$ cat src/hw/rtl/srfd_pkg.sv
package srfd_pkg;

  localparam int MAX_DATA_BYTES_DEF = 10;
  localparam int POS_W = 5;
  localparam int CRC_W = 13;

  localparam logic [7:0] KIND_LEVELS = 8'h50;
  localparam logic [7:0] KIND_AVG    = 8'h51;
  localparam logic [7:0] KIND_TEMPS  = 8'h52;

  localparam logic [CRC_W-1:0] CRC_POLY = 13'h180d;

  typedef enum logic [1:0] {
    STAT_OK  = 2'd0,
    STAT_CRC = 2'd1,
    STAT_LEN = 2'd2
  } status_t;

  typedef logic [POS_W-1:0] pos_t;
  typedef logic [CRC_W-1:0] crc_t;

endpackage

$ cat src/hw/rtl/srfd_ifs.sv
interface srfd_in_if;
  logic       valid;
  logic       ready;
  logic [7:0] rx_byte;
  logic       frame_start;

  modport source(output valid, output rx_byte, output frame_start, input ready);
  modport sink(input valid, input rx_byte, input frame_start, output ready);
endinterface

interface srfd_out_if;
  logic        valid;
  logic        ready;
  logic [1:0]  status;
  logic [23:0] sensor_id;
  logic [7:0]  data_kind;
  logic [2:0]  value_count;
  logic [23:0] value_a;
  logic [23:0] value_b;
  logic [15:0] value_c;
  logic [15:0] value_d;
  logic [15:0] value_e;

  modport source(
    output valid, output status, output sensor_id, output data_kind, output value_count,
    output value_a, output value_b, output value_c, output value_d, output value_e,
    input ready
  );
  modport sink(
    input valid, input status, input sensor_id, input data_kind, input value_count,
    input value_a, input value_b, input value_c, input value_d, input value_e,
    output ready
  );
endinterface

$ cat src/hw/rtl/srfd_crc.sv
module srfd_crc (
  input  srfd_pkg::crc_t crc_in,
  input  logic [7:0]     data_byte,
  input  logic           feed_en,
  input  logic [15:0]    rx_crc,
  output srfd_pkg::crc_t crc_nxt,
  output logic           crc_match
);
  import srfd_pkg::*;

  function automatic crc_t crc_step(input crc_t c, input logic data_bit);
    crc_t t;
    t = c;
    t[0] = t[0] | data_bit;
    if (t[CRC_W-1]) begin
      t = t ^ CRC_POLY;
    end
    return {t[CRC_W-2:0], 1'b0};
  endfunction

  function automatic crc_t crc_feed(input crc_t c, input logic [7:0] b);
    crc_t t;
    t = c;
    for (int i = 7; i >= 0; i--) begin
      t = crc_step(t, b[i]);
    end
    return t;
  endfunction

  function automatic logic [11:0] crc_finish(input crc_t c);
    crc_t t;
    t = c;
    for (int i = 0; i < 12; i++) begin
      t = crc_step(t, 1'b0);
    end
    return t[12:1];
  endfunction

  logic [11:0] crc_final;

  assign crc_nxt   = feed_en ? crc_feed(crc_in, data_byte) : crc_in;
  assign crc_final = crc_finish(crc_nxt);
  assign crc_match = ({4'd0, crc_final} == rx_crc);

endmodule

$ cat src/hw/rtl/sensor_response_frame_decoder.sv
// Decodes one sensor response frame per pass, one byte per transfer on in_ch, with no
// cycle lost between bytes: head, length, three ID bytes, type, data, CRC high and
// low, tail. The 12-bit CRC is folded byte by byte and checked at the tail. The single
// result per frame is loaded into the output register at the tail byte's transfer and
// is offered on out_ch from the next cycle. Input bytes are taken every cycle; the only
// stall is a byte arriving at the tail position, tail or new head, while the previous
// result still sits unclaimed in the output register.
module sensor_response_frame_decoder #(
  parameter int MAX_DATA_BYTES = srfd_pkg::MAX_DATA_BYTES_DEF
) (
  input  logic              clk,
  input  logic              rst_n,
  srfd_in_if.sink           in_ch,
  srfd_out_if.source        out_ch
);
  import srfd_pkg::*;

  localparam int IDX_W = (MAX_DATA_BYTES > 1) ? $clog2(MAX_DATA_BYTES) : 1;
  localparam logic [POS_W-1:0] MAX_P = POS_W'(MAX_DATA_BYTES);

  pos_t        pos_r, pos_nxt;
  logic [7:0]  len_r, len_nxt;
  crc_t        crc_r, crc_nxt, crc_fed;
  logic [23:0] id_r, id_nxt;
  logic [7:0]  kind_r, kind_nxt;
  logic [15:0] rcrc_r, rcrc_nxt;
  logic [7:0]  store_r [MAX_DATA_BYTES];
  logic [7:0]  dat [10];

  logic        in_xfer, at_tail, emit, feed_en, crc_match, store_we;
  pos_t        dcnt, tail_pos, pos_m2, pos_m6;
  status_t     stat;
  logic [2:0]  cnt;
  logic [23:0] va, vb;
  logic [15:0] vc, vd, ve;

  logic        out_valid_r;
  logic [1:0]  status_r;
  logic [23:0] id_out_r, va_r, vb_r;
  logic [7:0]  kind_out_r;
  logic [2:0]  cnt_r;
  logic [15:0] vc_r, vd_r, ve_r;

  function automatic pos_t data_count(input logic [7:0] kind, input logic [7:0] len);
    logic [7:0] n;
    n = len - 8'd4;
    case (kind)
      KIND_LEVELS: return POS_W'(6);
      KIND_AVG:    return POS_W'(2);
      KIND_TEMPS:  return POS_W'(10);
      default: begin
        if (len < 8'd4) begin
          return '0;
        end else if (n > 8'(MAX_DATA_BYTES)) begin
          return MAX_P;
        end else begin
          return n[POS_W-1:0];
        end
      end
    endcase
  endfunction

  assign dcnt     = data_count(kind_r, len_r);
  assign tail_pos = POS_W'(8) + dcnt;
  assign pos_m2   = pos_r - POS_W'(2);
  assign pos_m6   = pos_r - POS_W'(6);
  assign at_tail  = (pos_r >= POS_W'(6)) && (pos_r == tail_pos);
  assign feed_en  = (pos_r >= POS_W'(2)) && ({3'd0, pos_m2} < len_r);

  assign in_ch.ready = !out_valid_r || out_ch.ready || !at_tail;
  assign in_xfer     = in_ch.valid && in_ch.ready;
  assign emit        = in_xfer && !in_ch.frame_start && at_tail;

  srfd_crc u_crc (
    .crc_in    (crc_r),
    .data_byte (in_ch.rx_byte),
    .feed_en   (feed_en),
    .rx_crc    (rcrc_r),
    .crc_nxt   (crc_fed),
    .crc_match (crc_match)
  );

  // frame sequencing
  always_comb begin
    pos_nxt  = pos_r;
    len_nxt  = len_r;
    crc_nxt  = crc_r;
    id_nxt   = id_r;
    kind_nxt = kind_r;
    rcrc_nxt = rcrc_r;
    store_we = 1'b0;
    if (in_xfer) begin
      if (in_ch.frame_start) begin
        pos_nxt  = POS_W'(1);
        len_nxt  = '0;
        crc_nxt  = '0;
        id_nxt   = '0;
        kind_nxt = '0;
        rcrc_nxt = '0;
      end else if (pos_r == POS_W'(1)) begin
        len_nxt = in_ch.rx_byte;
        pos_nxt = POS_W'(2);
      end else if (pos_r != '0) begin
        crc_nxt = crc_fed;
        pos_nxt = pos_r + POS_W'(1);
        if (pos_r <= POS_W'(4)) begin
          id_nxt = {id_r[15:0], in_ch.rx_byte};
        end else if (pos_r == POS_W'(5)) begin
          kind_nxt = in_ch.rx_byte;
        end else if (pos_r < POS_W'(6) + dcnt) begin
          store_we = (pos_m6 < MAX_P);
        end else if (pos_r == POS_W'(6) + dcnt) begin
          rcrc_nxt = {in_ch.rx_byte, 8'd0};
        end else if (pos_r == POS_W'(7) + dcnt) begin
          rcrc_nxt = {rcrc_r[15:8], in_ch.rx_byte};
        end else begin
          pos_nxt = '0;
        end
      end
    end
  end

  always_ff @(posedge clk) begin
    if (!rst_n) begin
      pos_r <= '0;
    end else begin
      pos_r <= pos_nxt;
    end
    len_r  <= len_nxt;
    crc_r  <= crc_nxt;
    id_r   <= id_nxt;
    kind_r <= kind_nxt;
    rcrc_r <= rcrc_nxt;
  end

  for (genvar i = 0; i < MAX_DATA_BYTES; i++) begin : g_store
    always_ff @(posedge clk) begin
      if (store_we && (pos_m6[IDX_W-1:0] == IDX_W'(i))) begin
        store_r[i] <= in_ch.rx_byte;
      end
    end
  end

  for (genvar i = 0; i < 10; i++) begin : g_dat
    if (i < MAX_DATA_BYTES) begin : g_in
      assign dat[i] = store_r[i];
    end else begin : g_out
      assign dat[i] = 8'd0;
    end
  end

  // result
  always_comb begin
    if (len_r > (8'(dcnt) + 8'd7)) begin
      stat = STAT_LEN;
    end else if (!crc_match) begin
      stat = STAT_CRC;
    end else begin
      stat = STAT_OK;
    end
    cnt = '0;
    va  = '0;
    vb  = '0;
    vc  = '0;
    vd  = '0;
    ve  = '0;
    if (stat == STAT_OK) begin
      case (kind_r)
        KIND_LEVELS: begin
          cnt = 3'd2;
          va  = {dat[0], dat[1], dat[2]};
          vb  = {dat[3], dat[4], dat[5]};
        end
        KIND_AVG: begin
          cnt = 3'd1;
          va  = {8'd0, dat[0], dat[1]};
        end
        KIND_TEMPS: begin
          cnt = 3'd5;
          va  = {8'd0, dat[0], dat[1]};
          vb  = {8'd0, dat[2], dat[3]};
          vc  = {dat[4], dat[5]};
          vd  = {dat[6], dat[7]};
          ve  = {dat[8], dat[9]};
        end
        default: begin
          cnt = '0;
        end
      endcase
    end
  end

  always_ff @(posedge clk) begin
    if (!rst_n) begin
      out_valid_r <= 1'b0;
    end else if (emit) begin
      out_valid_r <= 1'b1;
    end else if (out_ch.ready) begin
      out_valid_r <= 1'b0;
    end
    if (emit) begin
      status_r   <= stat;
      id_out_r   <= id_r;
      kind_out_r <= kind_r;
      cnt_r      <= cnt;
      va_r       <= va;
      vb_r       <= vb;
      vc_r       <= vc;
      vd_r       <= vd;
      ve_r       <= ve;
    end
  end

  assign out_ch.valid       = out_valid_r;
  assign out_ch.status      = status_r;
  assign out_ch.sensor_id   = id_out_r;
  assign out_ch.data_kind   = kind_out_r;
  assign out_ch.value_count = cnt_r;
  assign out_ch.value_a     = va_r;
  assign out_ch.value_b     = vb_r;
  assign out_ch.value_c     = vc_r;
  assign out_ch.value_d     = vd_r;
  assign out_ch.value_e     = ve_r;

endmodule

$ cat src/flat_wrapper.sv
// flat-port wrapper written by rule: the top's interface ports become plain ports
module sensor_response_frame_decoder_flat import srfd_pkg::*;
#(
  parameter int MAX_DATA_BYTES = srfd_pkg::MAX_DATA_BYTES_DEF
)
  (clk, rst_n, in_ch_valid, in_ch_rx_byte, in_ch_frame_start, in_ch_ready, out_ch_valid, out_ch_status, out_ch_sensor_id, out_ch_data_kind, out_ch_value_count, out_ch_value_a, out_ch_value_b, out_ch_value_c, out_ch_value_d, out_ch_value_e, out_ch_ready);
  srfd_in_if in_ch_i ();
  srfd_out_if out_ch_i ();
  input  logic clk;
  input  logic rst_n;
  input wire logic [$bits(in_ch_i.valid)-1:0] in_ch_valid;
  input wire logic [$bits(in_ch_i.rx_byte)-1:0] in_ch_rx_byte;
  input wire logic [$bits(in_ch_i.frame_start)-1:0] in_ch_frame_start;
  output wire logic [$bits(in_ch_i.ready)-1:0] in_ch_ready;
  output wire logic [$bits(out_ch_i.valid)-1:0] out_ch_valid;
  output wire logic [$bits(out_ch_i.status)-1:0] out_ch_status;
  output wire logic [$bits(out_ch_i.sensor_id)-1:0] out_ch_sensor_id;
  output wire logic [$bits(out_ch_i.data_kind)-1:0] out_ch_data_kind;
  output wire logic [$bits(out_ch_i.value_count)-1:0] out_ch_value_count;
  output wire logic [$bits(out_ch_i.value_a)-1:0] out_ch_value_a;
  output wire logic [$bits(out_ch_i.value_b)-1:0] out_ch_value_b;
  output wire logic [$bits(out_ch_i.value_c)-1:0] out_ch_value_c;
  output wire logic [$bits(out_ch_i.value_d)-1:0] out_ch_value_d;
  output wire logic [$bits(out_ch_i.value_e)-1:0] out_ch_value_e;
  input wire logic [$bits(out_ch_i.ready)-1:0] out_ch_ready;
  assign in_ch_i.valid = in_ch_valid;
  assign in_ch_i.rx_byte = in_ch_rx_byte;
  assign in_ch_i.frame_start = in_ch_frame_start;
  assign in_ch_ready = in_ch_i.ready;
  assign out_ch_valid = out_ch_i.valid;
  assign out_ch_status = out_ch_i.status;
  assign out_ch_sensor_id = out_ch_i.sensor_id;
  assign out_ch_data_kind = out_ch_i.data_kind;
  assign out_ch_value_count = out_ch_i.value_count;
  assign out_ch_value_a = out_ch_i.value_a;
  assign out_ch_value_b = out_ch_i.value_b;
  assign out_ch_value_c = out_ch_i.value_c;
  assign out_ch_value_d = out_ch_i.value_d;
  assign out_ch_value_e = out_ch_i.value_e;
  assign out_ch_i.ready = out_ch_ready;
  sensor_response_frame_decoder #(.MAX_DATA_BYTES(MAX_DATA_BYTES)) u_core (.clk(clk), .rst_n(rst_n), .in_ch(in_ch_i), .out_ch(out_ch_i));
endmodule
$ cat config.mk
export PLATFORM = sky130hd
export DESIGN_NAME = sensor_response_frame_decoder_flat
export DESIGN_NICKNAME = d
export VERILOG_FILES = /design/src/hw/rtl/srfd_pkg.sv /design/src/hw/rtl/srfd_ifs.sv /design/src/hw/rtl/srfd_crc.sv /design/src/hw/rtl/sensor_response_frame_decoder.sv /design/src/flat_wrapper.sv
export SDC_FILE = /design/constraint.sdc
export NUM_CORES = 1
export LEC_CHECK = 0
export BUFFER_PORTS_ARGS = -buffer_cell sky130_fd_sc_hd__buf_2
export CORE_MARGIN = 8
export CORE_UTILIZATION = 30
export CTS_BUF_LIST = sky130_fd_sc_hd__clkbuf_16
export CTS_CLUSTER_SIZE = 14
export DETAILED_ROUTE_END_ITERATION = 10
export MAX_ROUTING_LAYER = met4
export REMOVE_ABC_BUFFERS = 1
export SYNTH_ARGS = -nofsm -noshare
export SYNTH_HDL_FRONTEND = slang
export SYNTH_SLANG_ARGS = --single-unit
$ cat constraint.sdc
create_clock -name clk -period 15.7 [get_ports clk]
set_input_delay 1.57 -clock clk [delete_from_list [all_inputs] [get_ports clk]]
set_output_delay 1.57 -clock clk [all_outputs]
set_load 0.01 [all_outputs]
### Word-level counts from Yosys, hierarchy flattened

Memory sizes are Yosys's and may differ from the RTL's. A register that Yosys moved wholly into a read port is not among the register bits.
Cells that the tools add are included.

| storage, ports and cells | value |
|---|---|
| RAM bits | 80 |
| logic and storage cells | 239 |
| memories | 1 |
| register bits | 176 |

Memory list:

| memory | depth | width | read ports | clocked after memory_dff | wr ports | line | text |
|---|---|---|---|---|---|---|---|
| u_core.store_r | 10 | 8 | 10 | 4 | 1 | sensor_response_frame_decoder.sv:27 | `logic [7:0] store_r [MAX_DATA_BYTES];` |

| cells by class | value |
|---|---|
| bitwise operators | 21 |
| $lt $le $gt $ge | 9 |
| multiplexer cells | 110 |
| add/sub/neg operators | 8 |
| eq/ne operators | 22 |
| reduce and logical (&&, ||, !) cells | 53 |

Operators by type and width:

| cell | count |
|---|---|
| $mux 12 | 20 |
| $mux 8 | 15 |
| $mux 16 | 6 |
| $pmux 24 s2 | 2 |
| $not 4->4 | 20 |
| $mux 24 | 3 |
| $reduce_or 8->1 | 9 |
| $mux 5 | 10 |
| $mux 1 | 39 |
| $mux 13 | 3 |
| $mux 4 | 9 |
| $eq 8x7->1 const B | 3 |
| $eq 12x16->1 | 1 |
| $eq 4x3->1 const B | 4 |
| $eq 5x5->1 | 3 |
| $logic_and 1x1->1 | 15 |
| $pmux 5 s3 | 1 |
| $reduce_and 7->1 | 2 |
| $reduce_bool 2->1 | 6 |
| $add 3x5->5 const A | 2 |
| $pmux 3 s3 | 1 |
| $eq 4x2->1 const B | 2 |
| $eq 4x4->1 const B | 2 |
| $gt 8x4->1 const B | 1 |
| 31 further kinds | 44 |

### Longest topological paths before layout

Gate-level depths: netlist of run 1.

| depth | value |
|---|---|
| depth in word-level cells | 48 |
| mapped depth | 22 |
| mapped depth without buffers | 20 |

### Hierarchy

A second synthesis of run 1 with hierarchy kept.

| second synthesis, totals | value |
|---|---|
| cell total of the unflattened synthesis | 819 |
| area total of the unflattened synthesis | 12,294.3 µm² |

Modules (own cells, without submodules):

| module | cells each | area an instance (µm²) | times used | sequential area each (µm²) |
|---|---|---|---|---|
| sensor_response_frame_decoder | 698 | 11,280.8 | 1 | 8,588.2 |
| srfd_crc | 121 | 1,013.5 | 1 | 0.0 |

### Worst setup path after synthesis of run 1

No wires, ideal clock.

| timing path | value |
|---|---|
| path kind | flip-flop to flip-flop |
| from | reg u_core.len_r[2] |
| to | reg u_core.kind_out_r[0], in the netlist u_core.out_ch.data_kind[0], enable pin |
| library setup time | 0.788 ns |
| period minus slack after synthesis | 13.112 ns |
| data required time | 14.912 ns |
| cell stages (with the launch flop) | 14 |
| path buffers | 1 |
| arrival time | 12.324 ns |
| path slack | 2.588 ns |
| cells stage by stage | edfxtp_1 -> inv_1 -> ha_1 -> a311o_1 -> o31ai_1 -> o311ai_0 -> o221a_2 -> buf_2 -> ha_1 -> nor3_1 -> a21oi_1 -> or3b_2 -> or3_1 -> nor3_1 |

| on the way | value |
|---|---|
| word-level cells in the longest chain between the ends | 13 |
| elaborated cells between the ends (all ways) | 14 |
| those cells by class | add/sub: 2; order compare: 2; eq/ne: 1; mux: 3; reduce/logical: 6 |

RTL lines:

| element | line | text |
|---|---|---|
| start: declaration | sensor_response_frame_decoder.sv:22 | `logic [7:0] len_r, len_nxt;` |
| start signal: assignment | sensor_response_frame_decoder.sv:129 | `len_r <= len_nxt;` |
| $sub 8x3->8 | sensor_response_frame_decoder.sv:46 | `n = len - 8'd4;` |
| $gt 8x4->1 | sensor_response_frame_decoder.sv:54 | `end else if (n > 8'(MAX_DATA_BYTES)) begin` |
| $mux 5 | sensor_response_frame_decoder.sv:54 |  |
| $mux 5 * | sensor_response_frame_decoder.sv:52 | `if (len < 8'd4) begin` |
| $pmux 5 s3 * | sensor_response_frame_decoder.sv:47 | `case (kind)` |
| $add 4x5->5 * | sensor_response_frame_decoder.sv:64 | `assign tail_pos = POS_W'(8) + dcnt;` |
| $eq 5x5->1 * | sensor_response_frame_decoder.sv:67 | `assign at_tail = (pos_r >= POS_W'(6)) && (pos_r == tail_pos);` |
| $logic_and 1x1->1 * | sensor_response_frame_decoder.sv:67 |  |
| $logic_not 1->1 | sensor_response_frame_decoder.sv:70 | `assign in_ch.ready = !out_valid_r \|\| out_ch.ready \|\| !at_tail;` |
| $logic_or 1x1->1 | sensor_response_frame_decoder.sv:70 |  |
| $logic_and 1x1->1 | sensor_response_frame_decoder.sv:71 | `assign in_xfer = in_ch.valid && in_ch.ready;` |
| $logic_and 1x1->1 | sensor_response_frame_decoder.sv:72 | `assign emit = in_xfer && !in_ch.frame_start && at_tail;` |
| $logic_and 1x1->1 * | sensor_response_frame_decoder.sv:72 |  |
| net u_core.emit | sensor_response_frame_decoder.sv:30 | `logic in_xfer, at_tail, emit, feed_en, crc_match, store_we;` |
| end signal: assignment | sensor_response_frame_decoder.sv:204 | `kind_out_r <= kind_r;` |
| end: declaration | sensor_response_frame_decoder.sv:40 | `logic [7:0] kind_out_r;` |

Mark *: on every way through the listed nets, which the timed path passes. The rest lies on a longest branch.
A chain may end at the register's enable or synchronous reset.

### Worst setup path in the final report of run 1

| timing path | value |
|---|---|
| from | reg u_core.len_r[2] |
| to | out in_ch_ready |

| on the way | value |
|---|---|
| word-level cells in the longest chain between the ends | 10 |
| elaborated cells between the ends (all ways) | 11 |
| those cells by class | add/sub: 2; order compare: 2; eq/ne: 1; mux: 3; reduce/logical: 3 |

RTL lines:

| element | line | text |
|---|---|---|
| $sub 8x3->8 | sensor_response_frame_decoder.sv:46 |  |
| $gt 8x4->1 | sensor_response_frame_decoder.sv:54 |  |
| $mux 5 | sensor_response_frame_decoder.sv:54 |  |
| $mux 5 * | sensor_response_frame_decoder.sv:52 |  |
| $pmux 5 s3 * | sensor_response_frame_decoder.sv:47 |  |
| $add 4x5->5 * | sensor_response_frame_decoder.sv:64 |  |
| $eq 5x5->1 * | sensor_response_frame_decoder.sv:67 |  |
| $logic_and 1x1->1 * | sensor_response_frame_decoder.sv:67 |  |
| $logic_not 1->1 * | sensor_response_frame_decoder.sv:70 |  |
| $logic_or 1x1->1 * | sensor_response_frame_decoder.sv:70 |  |
| end: declaration | flat_wrapper.sv:14 | `output wire logic [$bits(in_ch_i.ready)-1:0] in_ch_ready;` |

Every way passes the cells marked *; elsewhere a longest branch is shown, timed or not.

==> impl_metrics.env, run 1 <==
export IMPL_cp_start_kind="flip-flop"
export IMPL_hold_viol_final=0
export IMPL_drt_drc_violations_left=0
export IMPL_die_y_um=227
export IMPL_synth_seq_cells=288
export IMPL_dominantRegCellSynth="edfxtp_1"
export IMPL_area_delta_synth_final_pct=17.4
export IMPL_routed_wl_um=33300
export IMPL_cp_required_ns=14.13
export IMPL_root_buffer="clkbuf_16"
export IMPL_insertion_delay_ns=0.57
export IMPL_ff2ff_path_depth=18
export IMPL_switching_power_mw=0.700
export IMPL_grtUsageTotal_pct=12.9
export IMPL_gp_routability_congestion=0.887
export IMPL_antenna_found_initial=1
export IMPL_drive_gt1_share_pct=22.5
export IMPL_rsz0062_at_grt="false"
export IMPL_die_width_um=227
export IMPL_combPwrFrac_pct=26.5
export IMPL_cts_buffers=31
export IMPL_hold_end="u_core.out_ch.sensor_id[22]"
export IMPL_clkTransAtPathRegs_ns=0.06
export IMPL_tritoncts="done"
export IMPL_multi_input_area_sq_um=4440
export IMPL_fin_skew_ns=0.0129
export IMPL_outcome="finished clean"
export IMPL_p_int_mw=1.42
export IMPL_rows=77
export IMPL_synth_cells=926
export IMPL_cts_resized=0
export IMPL_power_density_nw_per_um2=135
export IMPL_grt_pass1_wl_um=50500
export IMPL_ys_top_cells_by_area="edfxtp_1 (64%), nor4b_1 (3.9%), xnor2_1 (3.3%)"
export IMPL_clock_power_share_pct=32.0
export IMPL_switching_share_pct=33.1
export IMPL_setup_tns_ns=0
export IMPL_grt_pass1_vias=8301
export IMPL_grt_ovfl_total=0
export IMPL_hold_class="flip-flop to flip-flop"
export IMPL_max_freq_mhz=159
export IMPL_hold_buffers=0
export IMPL_crit_start="u_core.len_r[2]"
export IMPL_vias=8234
export IMPL_relSlewSlack_pct=20.2
export IMPL_fin_nets=1101
export IMPL_htreeDepth=1
export IMPL_path_class="flip-flop to output port"
export IMPL_worst_slew_pin_slew_ns=1.20
export IMPL_worstPathArrival_ns=4.70
export IMPL_setup_viol_count_final=0
export IMPL_pin_count=148
export IMPL_p_leak_nw=5.06
export IMPL_async_flop_share_pct=0
export IMPL_rr_startpoint="u_core.len_r[2]"
export IMPL_start_util_pct=30.3
export IMPL_dieArea_sq_um=51400
export IMPL_cts_buffer_depth=3
export IMPL_min_from="u_core.id_r[22]"
export IMPL_fillers=4274
export IMPL_r2r_setup_slack_ns=9.86
export IMPL_min_path_cells=0
export IMPL_synth_edff_count=282
export IMPL_numPortBuffers=147
export IMPL_syn_area_sq_um=13300
export IMPL_wl_per_cell_um=19.8
export IMPL_synth_top_cell_by_area="edfxtp_1"
export IMPL_ys_seq_area_share_pct=64.4
export IMPL_layout_min_cycle_time_ns=6.27
export IMPL_fin_util_pct=35.6
export IMPL_post_drt_via_cell_ratio=4.91
export IMPL_cp_end_kind="output port"
export IMPL_regArea_sq_um=8590
export IMPL_pwr_share_seq_pct=41.5
export IMPL_synth_top_area_share_pct=63.5
export IMPL_dp_hpwl_um=22300
export IMPL_drtIter0Drc=677
export IMPL_drt_first_pass_iters=5
export IMPL_core_sq_um=44000
export IMPL_post_cts_buffers=0
export IMPL_yosysUniqueCellTypes=71
export IMPL_grt_max_degree=89
export IMPL_ys_warn_count=0
export IMPL_syn_area_per_cell_sq_um=14.4
export IMPL_slew_violations=0
export IMPL_numClockSinks=288
export IMPL_timing_rr_end="u_core.out_ch.value_a[16]"
export IMPL_crit_fanout=10
export IMPL_peakVddDrop_mv=0.113
export IMPL_antenna_left=0
export IMPL_min_period_over_period_pct=39.9
export IMPL_drv_cap=0
==> critical path, cell delays in order (launching register included) <==
cell and delay (ns):
edfxtp_1 0.50, inv_1 0.11, ha_1 0.28, a311o_1 0.34
o31ai_1 0.07, o311ai_0 0.36, o221a_2 0.51, ha_1 0.34
nor3_1 0.18, a21oi_1 0.05, or3b_2 0.49, or3_1 0.45
or2_2 0.30, buf_2 0.14
==> sequential cells by signal, indices dropped and copies added (netlist names) <==
signal and flops:
u_core.out_ch.value_a 24, u_core.len_r 8, u_core.id_r 24, u_core.kind_r 8
u_core.out_ch.value_d 16, u_core.out_ch.sensor_id 24, u_core.out_ch.status 2, u_core.out_ch.value_count 3
u_core.store_r 80, u_core.crc_r 13, u_core.pos_r 5, u_core.rcrc_r 16
u_core.out_ch.valid 1, u_core.out_ch.value_e 16, u_core.out_ch.value_c 16, u_core.out_ch.data_kind 8
u_core.out_ch.value_b 24
==> layout make-up <==
| cell class | instances | area share [%] |
|---|---|---|
| flip-flops and latches | 288 | 54.9 |
| multi-input cells | 551 | 28.3 |
| repair buffers | 161 | 5.37 |
| clock buffers | 31 | 4.96 |
| well taps | 592 | 4.73 |
| clock inverters | 27 | 1.06 |
| inverters | 27 | 0.647 |
| diodes | 1 | 0.0160 |
==> logic make-up (layout without fill, tap and decap cells) <==
kind of cell | Yosys count | in the layout | synth area share (%)
and+or+nand+nor | 298 | 298 | 14.2
buffers and inverters | 87 | 246 | 2.63
muxes | 34 | 34 | 2.68
adders and majority gates | 28 | 28 | 2.63
other | 1 | 2 | 0.0281
DFF | 288 | 288 | 64.4
AOI/OAI and AO/OA | 92 | 92 | 4.96
xor gates and xnor gates | 98 | 98 | 8.43
==> worst max-delay path by stage <==
stage	end	slack, ns	cells past startpoint
6_report	in_ch_ready	9.43	13
5_1_grt	in_ch_ready	9.23	13
4_1_cts	in_ch_ready	9.43	13
3_5_place_dp	u_core.out_ch.value_a[16]	9.91	18
3_3_place_gp	u_core.out_ch.value_a[0]	10.08	12
2_1_floorplan	u_core.out_ch.data_kind[0]	2.64	12
==> per-layer routing <==
layer	track usage [%]	vias up	wire, um	share of wire, %
met3	2.19	51	2260	6.8
met1	16.7	4089	14500	44
met5	-	-	0	0
met4	3.54	0	652	2.0
met2	20.7	269	15800	48
li1	-	3825	-	-
==> through the flow <==
step | worst slack (ns) | hold WS, ns | power (mW) | instances | area [sq um]
after detailed placement | 9.91 | 0.408 | 1.46 | 1619 | 14700
after global routing | 9.23 | 0.425 | 2.21 | 1678 | 15700
after CTS | 9.43 | 0.422 | 2.14 | 1677 | 15700
after floorplan | 2.64 | 0.400 | 1.27 | 866 | 13100
final | 9.43 | 0.418 | 2.12 | 1678 | 15700
after global placement | 10.08 | 0.402 | 1.45 | 1619 | 14700
==> placed cells by master, fill, tap and decap left out, drive strengths merged, types with 22 or more instances in the layout <==
cell type	instances
inv	40
edfxtp	282
mux2i	30
xor2	29
nand2	22
xnor2	51
nor2b	22
nor3	23
clkbuf	31
nor4	38
nor4b	69
ha	28
nor2	58
buf	161
==> cells in the mapped netlist, drive strengths merged, types with 5 or more instances <==
master,instances
mux2i,30
o21ai,12
and3,12
xnor2,51
xor2,29
or2,8
nand2b,14
nor2b,22
o21a,5
a211oi,7
a22oi,16
nor2,58
a21oi,14
clkbuf,46
or3,5
edfxtp,282
inv,26
ha,28
xnor3,12
xor3,6
o211ai,5
buf,14
nor4b,69
and2,6
nand2,22
dfxtp,6
nor4,38
nand3,6
nor3,23
==> power by group through the flow <==
stage	clock network, mW	logic, mW	registers [mW]
finish	0.678	0.561	0.879
CTS	0.698	0.566	0.879
global route	0.724	0.609	0.881
floorplan	0	0.381	0.889
detailed placement	0	0.564	0.895
global placement	0	0.558	0.894
Power figures use the tool's default switching activity.
==> run 2, diff against run 1 <==
Clock period 15.7 ns to 5.1 ns, I/O delays scaled along.
==> impl_metrics.env, run 2 (synthesis gave the netlist of run 1 again) <==
export IMPL_min_period_over_period_pct=97.3
export IMPL_layout_min_cycle_time_ns=4.96
export IMPL_gp_routability_congestion=0.879
export IMPL_core_sq_um=44000
export IMPL_cts_buffers=31
export IMPL_drt_drc_violations_left=0
export IMPL_worst_slack_ns=0.138
export IMPL_die_y_um=227
export IMPL_area_delta_synth_final_pct=23.6
export IMPL_slowest_stage="or3b_2"
export IMPL_post_drt_via_cell_ratio=4.84
export IMPL_cp_start_kind="flip-flop"
export IMPL_peakVddDrop_mv=0.442
export IMPL_grt_pass1_vias=8482
export IMPL_setup_tns_ns=0
export IMPL_regMostFlops="u_core.store_r"
export IMPL_hold_viol_final=0
export IMPL_crit_fanout=10
export IMPL_path_buf_inv=3
export IMPL_placed_cells=1676
export IMPL_htreeDepth=1
export IMPL_fillers=4158
export IMPL_fin_util_pct=37.4
export IMPL_path_class="flip-flop to output port"
export IMPL_die_width_um=227
export IMPL_setup_viol_count_final=0
export IMPL_regArea_sq_um=8590
export IMPL_tritoncts="done"
export IMPL_final_cell_mix="edfxtp_1 (282), buf_2 (147), nor2_1 (57)"
export IMPL_antenna_left=0
export IMPL_outcome="finished clean"
export IMPL_max_stage_delay_ns=0.50
export IMPL_cp_top_family="simple AND/OR/NAND/NOR gates"
export IMPL_drtIter0Drc=731
export IMPL_dp_slack_ns=0.0463
export IMPL_max_freq_mhz=202
export IMPL_fin_skew_ns=0.0186
export IMPL_relSlewSlack_pct=26.8
export IMPL_grt_max_degree=55
export IMPL_dp_hpwl_um=24000
export IMPL_grtUsageTotal_pct=13.3
export IMPL_wl_per_cell_um=19.8
export IMPL_hold_class="input port to flip-flop"
export IMPL_final_common_cell="edfxtp_1"
export IMPL_grt_pass1_wl_um=51400
export IMPL_rsz0062_at_grt="false"
export IMPL_drive_gt1_share_pct=28.0
export IMPL_clkTransAtPathRegs_ns=0.07
export IMPL_worst_slew_pin_slew_ns=1.09
export IMPL_power_density_nw_per_um2=432
export IMPL_worstPathCellList="inv_1 -> ha_2 -> a311o_1 -> o31ai_2 -> o311ai_2 -> buf_4 -> o221a_4 -> ha_1 -> nor3_1 -> a21oi_1 -> or3b_2 -> or3_4 -> or2_2 -> buf_2"
export IMPL_insertion_delay_ns=0.56
export IMPL_cp_required_ns=4.59
export IMPL_fin_cells=1735
export IMPL_start_util_pct=30.3
export IMPL_cts_buffer_depth=3
export IMPL_routed_wl_um=34300
export IMPL_rows=77
export IMPL_drv_cap=0
export IMPL_numPortBuffers=147
export IMPL_numClockSinks=288
export IMPL_cp_end_kind="output port"
export IMPL_hold_buffers=0
export IMPL_pin_count=148
export IMPL_grt_ovfl_total=0
export IMPL_drt_first_pass_iters=5
export IMPL_worstPathArrival_ns=4.45
export IMPL_dieArea_sq_um=51400
export IMPL_antenna_found_initial=1
export IMPL_multi_input_area_sq_um=4490
export IMPL_largest_reg_flops=80
export IMPL_p_leak_nw=5.46
export IMPL_vias=8395
export IMPL_fin_nets=1159
export IMPL_root_buffer="clkbuf_16"
export IMPL_slew_violations=0
-- run 2: changes by cell type in the layout (fill, tap and decap cells not counted), sizes merged --
cell | before | now
buf | 161 | 219
inv | 40 | 30
bufinv | 1 | 6
clkinv | 12 | 14
clkinvlp | 1 | 3
-- run 2: power breakdown --
group          switching, mW  internal [mW]  leakage, nW
Sequential            0.0491           2.65         2.43
Clock                  0.949           1.42        0.530
Combinational           1.25          0.798         2.50
Total                   2.25           4.86         5.46
-- run 2: cell type report --
class,instances,share of cell area [%]
Sequential cell,288,52.1
Tap cell,592,4.49
Inverter,27,0.615
Clock buffer,31,4.71
Multi-Input combinational cell,551,27.2
Clock inverter,26,1.83
Timing Repair Buffer,219,8.98
Antenna cell,1,0.0152
-- run 2: routing by layer --
| metal | global-route usage [%] | vias up | share of wire (%) |
|---|---|---|---|
| met4 | 3.69 | 0 | 2.1 |
| met3 | 1.82 | 47 | 5.6 |
| met1 | 16.5 | 4162 | 43 |
| met2 | 22.5 | 245 | 50 |
| li1 | - | 3941 | - |
| met5 | - | - | 0 |
-- run 2: through the flow --
stage	total power [mW]	area (sq um)	hold slack [ns]
floorplan	3.78	13100	0.400
global placement	4.75	15300	0.402
detailed placement	4.78	15300	0.410
CTS	7.16	16400	0.244
global route	7.42	16500	0.255
finish	7.12	16500	0.291
-- run 2: worst min-delay path: cells and delay by family --
| kind | cells | cell delay, ns |
|---|---|---|
| buffers and inverters | 1 | 0.14 |
| and+or+nand+nor | 1 | 0.06 |
| AOI/OAI and AO/OA | 1 | 0.08 |
-- run 2: timing repair --
item | 4_1_cts | 5_1_grt
pin swaps | 0 | 0
gates resized for setup | 3 | 8
buffers inserted | 0 | 1
setup endpoints to repair | 1 | 52
-- run 2: final timing paths --
kind,startpoint,endpoint,slack [ns],depth (start not counted)
worst max-delay path,u_core.len_r[3],in_ch_ready,0.14,14
worst min-delay path,in_ch_valid,u_core.out_ch.valid,0.29,3
worst max register to register,u_core.len_r[3],u_core.out_ch.value_d[2],0.32,19
worst min register to register,u_core.id_r[19],u_core.out_ch.sensor_id[19],0.43,0
==> run 3, diff against run 2 <==
Settings changed: CTS_BUF_LIST sky130_fd_sc_hd__clkbuf_16 to unset.
==> impl_metrics.env, run 3 (synthesis gave the netlist of run 1 again) <==
export IMPL_worstPathArrival_ns=4.45
export IMPL_fin_nets=1159
export IMPL_largest_reg_flops=80
export IMPL_die_width_um=227
export IMPL_drv_cap=0
export IMPL_regMostFlops="u_core.store_r"
export IMPL_antenna_found_initial=1
export IMPL_power_density_nw_per_um2=432
export IMPL_rsz0062_at_grt="false"
export IMPL_root_buffer="clkbuf_16"
export IMPL_hold_class="input port to flip-flop"
export IMPL_worst_slack_ns=0.138
export IMPL_grtUsageTotal_pct=13.3
export IMPL_final_cell_mix="edfxtp_1 (282), buf_2 (147), nor2_1 (57)"
export IMPL_grt_max_degree=55
export IMPL_hold_viol_final=0
export IMPL_numClockSinks=288
export IMPL_layout_min_cycle_time_ns=4.96
export IMPL_cts_buffer_depth=3
export IMPL_vias=8397
export IMPL_grt_ovfl_total=0
export IMPL_pin_count=148
export IMPL_outcome="finished clean"
export IMPL_dp_slack_ns=0.0463
export IMPL_p_leak_nw=5.46
export IMPL_tritoncts="done"
export IMPL_path_class="flip-flop to output port"
export IMPL_insertion_delay_ns=0.56
export IMPL_dp_hpwl_um=24000
export IMPL_peakVddDrop_mv=0.440
export IMPL_gp_routability_congestion=0.879
export IMPL_worst_slew_pin_slew_ns=1.10
export IMPL_routed_wl_um=34300
export IMPL_min_period_over_period_pct=97.3
export IMPL_setup_tns_ns=0
export IMPL_drt_drc_violations_left=0
export IMPL_core_sq_um=44000
export IMPL_cp_required_ns=4.59
export IMPL_setup_viol_count_final=0
export IMPL_grt_pass1_wl_um=51400
export IMPL_fin_skew_ns=0.0185
export IMPL_cts_buffers=31
export IMPL_clkTransAtPathRegs_ns=0.07
export IMPL_drt_first_pass_iters=5
export IMPL_htreeDepth=1
export IMPL_relSlewSlack_pct=26.5
export IMPL_dieArea_sq_um=51400
export IMPL_cp_start_kind="flip-flop"
export IMPL_cp_end_kind="output port"
export IMPL_drtIter0Drc=731
export IMPL_max_freq_mhz=202
export IMPL_crit_fanout=10
export IMPL_grt_pass1_vias=8482
export IMPL_antenna_left=0
export IMPL_post_drt_via_cell_ratio=4.84
export IMPL_rows=77
export IMPL_slew_violations=0
export IMPL_drive_gt1_share_pct=28.0
export IMPL_die_y_um=227
export IMPL_area_delta_synth_final_pct=23.6
export IMPL_final_common_cell="edfxtp_1"
export IMPL_start_util_pct=30.3
export IMPL_numPortBuffers=147
export IMPL_wl_per_cell_um=19.8
==> run 3: changes by cell type in the layout (fill, tap and decap cells not counted) <==
cell      previous run  this run
inv_1               27        26
clkbuf_1             0         1
==> run 3: cell type report <==
cell class	count	area (sq um)
Clock buffer	32	779
Tap cell	592	741
Antenna cell	1	2.50
Multi-Input combinational cell	551	4490
Inverter	27	101
Timing Repair Buffer	219	1480
Clock inverter	25	298
Sequential cell	288	8590
Fill cell	4158	27500
==> run 3: power by group <==
part	internal (mW)	total, mW	switching (mW)
combinational	0.798	2.05	1.25
clock	1.42	2.37	0.949
sequential	2.65	2.70	0.0491
==> run 3: final timing paths <==
kind | startpoint | to | slack, ns | cells past startpoint
max reg2reg | u_core.len_r[3] | u_core.out_ch.value_d[2] | 0.32 | 19
min | in_ch_valid | u_core.out_ch.valid | 0.29 | 3
max | u_core.len_r[3] | in_ch_ready | 0.14 | 14
min reg2reg | u_core.id_r[19] | u_core.out_ch.sensor_id[19] | 0.43 | 0
==> run 3: timing repair <==
item,4_1_cts,5_1_grt
endpoints found under the setup margin,1,52
hold buffers,0,0
resized for setup,3,8
setup buffers,0,1
==> run 3: per-stage QoR <==
stage / util [%] / instance area (sq um) / power, mW / instances / hold slack [ns]
detailed placement: 34.8 / 15300 / 4.78 / 1676 / 0.410
global placement: 34.8 / 15300 / 4.75 / 1676 / 0.402
finish: 37.4 / 16500 / 7.12 / 1735 / 0.293
global route: 37.4 / 16500 / 7.43 / 1735 / 0.255
floorplan: - / 13100 / 3.78 / 866 / 0.400
CTS: 37.3 / 16400 / 7.16 / 1733 / 0.244
==> run 3: metal layers <==
layer	up-vias	share of wire, %	track usage [%]
met5	-	0	-
met4	0	2.1	3.69
met3	47	5.7	1.82
met2	250	50	22.5
met1	4159	42	16.5
li1	3941	-	-
==> run 3: worst max-delay path, stage by stage, from the launching register on <==
cell and delay, ns:
edfxtp_1 0.43, inv_1 0.10, ha_2 0.22, a311o_1 0.34, o31ai_2 0.08, o311ai_2 0.20
buf_4 0.19, o221a_4 0.35, ha_1 0.32, nor3_1 0.20, a21oi_1 0.08, or3b_2 0.50
or3_4 0.45, or2_2 0.29, buf_2 0.14
